File: src/rtl/sct_pkg.sv
// ----------------------------------------------------------------------------
// sct_pkg
// shared widths, constants, types and elaboration helpers for the sine/cosine
// taylor series core
// ----------------------------------------------------------------------------
package sct_pkg;

    // default series lengths
    localparam int SINE_TERMS_DEF   = 3;
    localparam int COSINE_TERMS_DEF = 5;

    // port field widths
    localparam int ANGLE_W = 16;
    localparam int LIMIT_W = 15;
    localparam int VALUE_W = 16;

    // internal widths
    localparam int MAG_W   = 15;                     // in-range angle magnitude, q12
    localparam int TERM_W  = 37;                     // term magnitude, q28, x < 8
    localparam int FRAC_SH = 12;                     // q12 angle scaling
    localparam int PROD_W  = TERM_W + MAG_W;         // term times magnitude
    localparam int Q_W     = PROD_W - FRAC_SH;       // product back in q28
    localparam int HI_W    = 20;                     // upper dividend chunk
    localparam int LO_W    = Q_W - HI_W;             // lower dividend chunk
    localparam int DIV_W   = 4;                      // divisors up to 15
    localparam int RCP1_SH = HI_W + DIV_W;
    localparam int RCP1_W  = RCP1_SH + 1;
    localparam int NUM2_W  = DIV_W + LO_W;
    localparam int RCP2_SH = NUM2_W + DIV_W;
    localparam int RCP2_W  = RCP2_SH + 1;
    localparam int SUM_W   = 42;                     // signed q28 running sum
    localparam int INIT_SH = 16;                     // q12 angle to q28
    localparam int ONE_SH  = 28;
    localparam int ROUND_SH = 14;                    // q28 to q14
    localparam int RND_W   = SUM_W - ROUND_SH;

    localparam logic [LIMIT_W-1:0] LIMIT_RESET = LIMIT_W'(12867);
    localparam logic [TERM_W-1:0]  TERM_ONE    = TERM_W'(1) << ONE_SH;
    localparam logic [SUM_W-1:0]   ROUND_HALF  = SUM_W'(1) << (ROUND_SH - 1);
    localparam logic [VALUE_W-1:0] POS_LIMIT   = {1'b0, {(VALUE_W-1){1'b1}}};
    localparam logic [VALUE_W-1:0] NEG_LIMIT   = {1'b1, {(VALUE_W-1){1'b0}}};

    // what a step does with the term it receives
    typedef enum logic [1:0] {
        OP_NONE,
        OP_ADD,
        OP_SUB
    } t_term_op;

    // control and running sum that travel down the pipeline
    typedef struct packed {
        logic                    valid;
        logic                    cosine;
        logic                    neg_angle;
        logic                    oor;
        logic [MAG_W-1:0]        mag;
        logic signed [SUM_W-1:0] sum;
    } t_ctl;

    typedef struct packed {
        t_ctl              ctl;
        logic [TERM_W-1:0] term;
    } t_stage;

    // two half-steps per term after the first, longest series sets the depth
    function automatic int series_steps(input int sine_terms, input int cosine_terms);
        int longest;
        longest = (sine_terms > cosine_terms) ? sine_terms : cosine_terms;
        return 2 * (longest - 1);
    endfunction

    // a term finishes every second step; terms alternate in sign
    function automatic t_term_op term_op(input int step, input int terms);
        t_term_op op;
        op = OP_NONE;
        if (step >= 2 && (step % 2) == 0 && step <= 2 * (terms - 1)) begin
            op = (((step / 2) % 2) == 1) ? OP_SUB : OP_ADD;
        end
        return op;
    endfunction

endpackage

File: src/rtl/sct_step.sv
// ----------------------------------------------------------------------------
// sct_step
// one series half-step in four stages: multiply by |x|, then exact division
// by a small constant through two reciprocal multiplies
// ----------------------------------------------------------------------------
module sct_step #(
    parameter int STEP         = 0,
    parameter int SINE_TERMS   = sct_pkg::SINE_TERMS_DEF,
    parameter int COSINE_TERMS = sct_pkg::COSINE_TERMS_DEF
) (
    input  logic            i_clk,
    input  logic            i_rst_n,
    input  logic            i_en,
    input  sct_pkg::t_stage i_stage,
    output sct_pkg::t_stage o_stage
);

    localparam int TERM_W  = sct_pkg::TERM_W;
    localparam int PROD_W  = sct_pkg::PROD_W;
    localparam int Q_W     = sct_pkg::Q_W;
    localparam int HI_W    = sct_pkg::HI_W;
    localparam int LO_W    = sct_pkg::LO_W;
    localparam int DIV_W   = sct_pkg::DIV_W;
    localparam int RCP1_SH = sct_pkg::RCP1_SH;
    localparam int RCP1_W  = sct_pkg::RCP1_W;
    localparam int NUM2_W  = sct_pkg::NUM2_W;
    localparam int RCP2_SH = sct_pkg::RCP2_SH;
    localparam int RCP2_W  = sct_pkg::RCP2_W;
    localparam int SUM_W   = sct_pkg::SUM_W;
    localparam int P1_W    = HI_W + RCP1_W;
    localparam int QN_W    = HI_W + DIV_W;
    localparam int P2_W    = NUM2_W + RCP2_W;

    // sine divides by 2,3,4,... and cosine by 1,2,3,...
    localparam int N_SIN = STEP + 2;
    localparam int N_COS = STEP + 1;

    localparam logic [DIV_W-1:0]  DIV_SIN  = DIV_W'(N_SIN);
    localparam logic [DIV_W-1:0]  DIV_COS  = DIV_W'(N_COS);
    localparam logic [RCP1_W-1:0] RCP1_SIN = RCP1_W'(((64'd1 << RCP1_SH) + N_SIN - 1) / N_SIN);
    localparam logic [RCP1_W-1:0] RCP1_COS = RCP1_W'(((64'd1 << RCP1_SH) + N_COS - 1) / N_COS);
    localparam logic [RCP2_W-1:0] RCP2_SIN = RCP2_W'(((64'd1 << RCP2_SH) + N_SIN - 1) / N_SIN);
    localparam logic [RCP2_W-1:0] RCP2_COS = RCP2_W'(((64'd1 << RCP2_SH) + N_COS - 1) / N_COS);

    localparam sct_pkg::t_term_op OP_SIN = sct_pkg::term_op(STEP, SINE_TERMS);
    localparam sct_pkg::t_term_op OP_COS = sct_pkg::term_op(STEP, COSINE_TERMS);

    typedef struct packed {
        sct_pkg::t_ctl    ctl;
        logic [Q_W-1:0]   q;
    } t_mul;

    typedef struct packed {
        sct_pkg::t_ctl    ctl;
        logic [HI_W-1:0]  hi;
        logic [HI_W-1:0]  qh;
        logic [LO_W-1:0]  lo;
    } t_div_hi;

    typedef struct packed {
        sct_pkg::t_ctl    ctl;
        logic [HI_W-1:0]  qh;
        logic [DIV_W-1:0] rh;
        logic [LO_W-1:0]  lo;
    } t_div_rem;

    t_mul            r_a, n_a;
    t_div_hi         r_b, n_b;
    t_div_rem        r_c, n_c;
    sct_pkg::t_stage r_d, n_d;

    logic [PROD_W-1:0]       a_prod;
    logic signed [SUM_W-1:0] a_term;
    sct_pkg::t_term_op       a_op;
    logic [RCP1_W-1:0]       b_rcp;
    logic [P1_W-1:0]         b_prod;
    logic [DIV_W-1:0]        c_div;
    logic [QN_W-1:0]         c_qn;
    logic [HI_W-1:0]         c_rem;
    logic [NUM2_W-1:0]       d_num;
    logic [RCP2_W-1:0]       d_rcp;
    logic [P2_W-1:0]         d_prod;

    // stage a: fold in a finished term, multiply by |x| and drop to q28
    always_comb begin
        n_a.ctl = i_stage.ctl;
        a_op    = i_stage.ctl.cosine ? OP_COS : OP_SIN;
        a_term  = signed'(SUM_W'(i_stage.term));
        unique case (a_op)
            sct_pkg::OP_ADD: n_a.ctl.sum = i_stage.ctl.sum + a_term;
            sct_pkg::OP_SUB: n_a.ctl.sum = i_stage.ctl.sum - a_term;
            default:         n_a.ctl.sum = i_stage.ctl.sum;
        endcase
        a_prod = PROD_W'(i_stage.term) * PROD_W'(i_stage.ctl.mag);
        n_a.q  = a_prod[sct_pkg::FRAC_SH +: Q_W];
    end

    // stage b: quotient of the upper chunk
    always_comb begin
        n_b.ctl = r_a.ctl;
        n_b.hi  = r_a.q[Q_W-1 -: HI_W];
        n_b.lo  = r_a.q[LO_W-1:0];
        b_rcp   = r_a.ctl.cosine ? RCP1_COS : RCP1_SIN;
        b_prod  = P1_W'(n_b.hi) * P1_W'(b_rcp);
        n_b.qh  = b_prod[RCP1_SH +: HI_W];
    end

    // stage c: remainder of the upper chunk
    always_comb begin
        n_c.ctl = r_b.ctl;
        n_c.qh  = r_b.qh;
        n_c.lo  = r_b.lo;
        c_div   = r_b.ctl.cosine ? DIV_COS : DIV_SIN;
        c_qn    = QN_W'(r_b.qh) * QN_W'(c_div);
        c_rem   = r_b.hi - c_qn[HI_W-1:0];
        n_c.rh  = c_rem[DIV_W-1:0];
    end

    // stage d: remainder carried into the lower chunk, quotient reassembled
    always_comb begin
        n_d.ctl  = r_c.ctl;
        d_num    = {r_c.rh, r_c.lo};
        d_rcp    = r_c.ctl.cosine ? RCP2_COS : RCP2_SIN;
        d_prod   = P2_W'(d_num) * P2_W'(d_rcp);
        n_d.term = {r_c.qh[TERM_W-LO_W-1:0], d_prod[RCP2_SH +: LO_W]};
    end

    always_ff @(posedge i_clk) begin
        if (!i_rst_n) begin
            r_a.ctl.valid <= 1'b0;
            r_b.ctl.valid <= 1'b0;
            r_c.ctl.valid <= 1'b0;
            r_d.ctl.valid <= 1'b0;
        end else if (i_en) begin
            r_a <= n_a;
            r_b <= n_b;
            r_c <= n_c;
            r_d <= n_d;
        end
    end

    assign o_stage = r_d;

endmodule

File: config.mk
export PLATFORM = sky130hd
export DESIGN_NAME = sct_step
export DESIGN_NICKNAME = d
export VERILOG_FILES = /design/src/rtl/sct_pkg.sv /design/src/rtl/sct_step.sv
export SDC_FILE = /design/constraint.sdc
export NUM_CORES = 2
export LEC_CHECK = 0
export BUFFER_PORTS_ARGS = -buffer_cell sky130_fd_sc_hd__buf_2
export CAP_MARGIN = 10
export CORE_ASPECT_RATIO = 1.25
export CORE_MARGIN = 3
export CORE_UTILIZATION = 40
export CTS_CLUSTER_SIZE = 14
export DETAILED_ROUTE_END_ITERATION = 7
export MAX_ROUTING_LAYER = met4
export PLACE_DENSITY_LB_ADDON = 0.12
export SLEW_MARGIN = 15
export SYNTH_ARGS = -nofsm -noshare
export SYNTH_HDL_FRONTEND = slang
export SYNTH_SLANG_ARGS = --single-unit
File: constraint.sdc
create_clock -name i_clk -period 16.8 [get_ports i_clk]
set_input_delay 2.52 -clock i_clk [delete_from_list [all_inputs] [get_ports i_clk]]
set_output_delay 2.52 -clock i_clk [all_outputs]
set_load 0.02 [all_outputs]
==> out/qor.txt <==
outcome: completed
total gr overflow: 0
first-pass GRT wire length: 114 mm
Max-Cap Viols: 0
H-tree levels: 2
initial DRC count: 1,206
final wirelength: 70.9 mm
clock sink total: 395
hold_buf cts: 0
post-synth top area cell: edfxtp_1
Final Slew Violations: 0
Worst Tran Pin Value: 1.09 ns
Total GRT Usage: 18.1%
Total Neg Setup Slack: 0 ns
crit end category: flip-flop
RSZ-0062 raised after global routing: no
top post-synthesis cells by area: edfxtp_1, fa_1, ha_1
Die Area: 0.0826 mm2
startpoint types: input pin
CTS clk-pin slew, worst paths: 0.06 ns
Final HPWL DP: 53.0 mm
post-route clock skew: 0.0141 ns
post-layout net count: 3,566
Synth cell types: 57
Clock Latency Late Sink: 0.52 ns
CORE AREA: 0.0779 mm2
largest net degree at the start of global routing: 90
setup repair bufs after CTS: 0
DIE HEIGHT: 321 um
Vias/cell: 4.92
EDFF count, synth: 391
initial antenna violation count: 1
Layout area overhead: 9.82%
simple-gate share of the synthesized area: 12.0%
Post-Syn Area: 0.0317 mm2
Final period util: 54.1%
Worst Path Required: 17.13 ns
CTS tree: done
CTS Buf Count: 37
Setup-failing EPs final: 0
number of port buffers: 198
std cell rows: 114
Starting Density: 40.6%
Peak Freq: 110 MHz
synthesis warning total: 0
area fraction in compound gates after synthesis: 3.41%
drt wl/cell: 18.5 um
Worst slew margin: 27.1%
Core Util, Final: 44.6%
crit path time final: 9.09 ns
Synth top area share: 37.1%
register area share after synthesis: 37.3%
TritonRoute pass-1 iters: 7
mean area per synthesized cell: 12.1 um2
largest family of logic cells by synthesized area: adder cells
root buf cell: clkbuf_16
Post-route DRC: 0
Synth Register Bits: 395
worst-path maximum fanout: 38
async set-reset flop share out of synthesis: 0%
Routed Antenna Nets: 0
RD Place Congestion: 0.869
WS Path Type: input pin to flip-flop
Longest Clk Path Bufs: 3
ANT cells: 0
Gate Count Post-Synth: 2,622
IO Pins: 199
Post-Synth XOR/XNOR Area: 1.99%
vias in the first global route: 20,835
vias: 18,882
# resized after CTS: 0
ys flop type: edfxtp_1
layout cell share with drive strength beyond 1: 9.92%
critical path arrival: 9.42 ns
final-report hold violation count: 0
Hold Path Class: flip-flop to flip-flop
multiplexer area fraction after synthesis: 0.510%
DIE WIDTH: 258 um
adder-cell share of the synthesized area: 38.3%
per-layer routing:
layer / vias to the layer above / part of all wire, % / routed length (um) / GRT usage (%)
met5: - / 0 / 0 / -
met4: 0 / 2.5 / 1750 / 4.81
met3: 106 / 4.5 / 3210 / 1.93
met2: 494 / 50 / 35300 / 30.7
met1: 9685 / 43 / 30700 / 23.3
li1: 8597 / - / - / -
path summary, 6_finish.rpt:
kind | slack, ns | cells after the start | end | startpoint
worst max-delay path | 7.71 | 18 | n_b[56] | i_stage[86]
worst min register to register | 0.41 | 0 | n_d[22] | n_c[26]
worst min-delay path | 0.41 | 0 | n_d[22] | n_c[26]
worst max register to register | 12.40 | 16 | n_c[38] | n_b[119]
state kept, by name, summed over array words and instances (netlist names):
register / cells
n_c: 98
n_b: 99
o_stage: 98
n_d: 78
r_b: 1
d_num: 21
per-stage QoR:
stage	std cells	setup WS [ns]	instance area, um2	hold WS (ns)
after floorplan	2629	4.40	31700	0.400
after global placement	3777	7.32	33700	0.400
after detailed placement	3777	7.26	33700	0.405
after CTS	3835	7.81	34800	0.407
after global routing	3835	7.43	34800	0.409
final	3835	7.71	34800	0.408
synth_stat cells (all sizes together), types with 3 or more instances:
cell	number
fa	460
inv	436
edfxtp	391
nand2	313
and2	312
ha	233
clkbuf	102
a21oi	55
xnor2	45
nor2b	37
o21ai	30
xor2	27
nor2	23
a21o	16
nor3	14
a31oi	13
o21bai	12
mux2	9
nand4	9
a211oi	8
and3	7
nand2b	7
nand3	7
o211ai	7
mux2i	6
nor4	5
dfxtp	4
o21a	4
a2111oi	3
o2111ai	3
logic make-up after synthesis:
family / after synthesis
and+or+nand+nor: 743
adders and majority gates: 693
buffers and inverters: 539
DFF: 395
AOI/OAI and AO/OA: 164
xor gates and xnor gates: 72
muxes: 15
other: 1
layout by cell type, fill, tap and decap left out, types with 8 or more instances in the layout:
cell type and instances:
and2_1 311, a31oi_1 11, inv_1 436, conb_1 8, fa_1 460, a21o_1 16, buf_2 198, clkbuf_16 38
ha_1 233, edfxtp_1 391, o21bai_1 12, xnor2_1 45, nor3_1 14, nand4_1 9, o21ai_0 21, buf_4 9
mux2_2 9, nor2_1 23, nand2_1 311, a21oi_1 55, o21ai_1 8, nor2b_1 37, xor2_1 27
layout make-up:
type                            count  area [um2]
Multi-Input combinational cell   1695       17800
Sequential cell                   395       11800
Tap cell                         1044        1310
Fill cell                        7292       43100
Timing Repair Buffer              207        1060
Inverter                          436        1640
Clock buffer                       43         970
Clock inverter                     15         131
worst max-delay path, stage by stage:
cell and delay (ns):
buf_2 0.79, nand2_1 0.19, fa_1 0.53, fa_1 0.52, inv_1 0.05, fa_1 0.48
fa_1 0.54, fa_1 0.52, fa_1 0.61, ha_1 0.47, nand2_2 0.12, nor4_4 0.46
nand4_1 0.17, a211oi_2 0.43, a2111oi_2 0.18, nor4_1 0.48, o211ai_1 0.19, o311ai_1 0.12
Power is left out: the tool's default activity adds up to more than one toggle a clock period on the data nets, which glitch-free logic cannot reach.
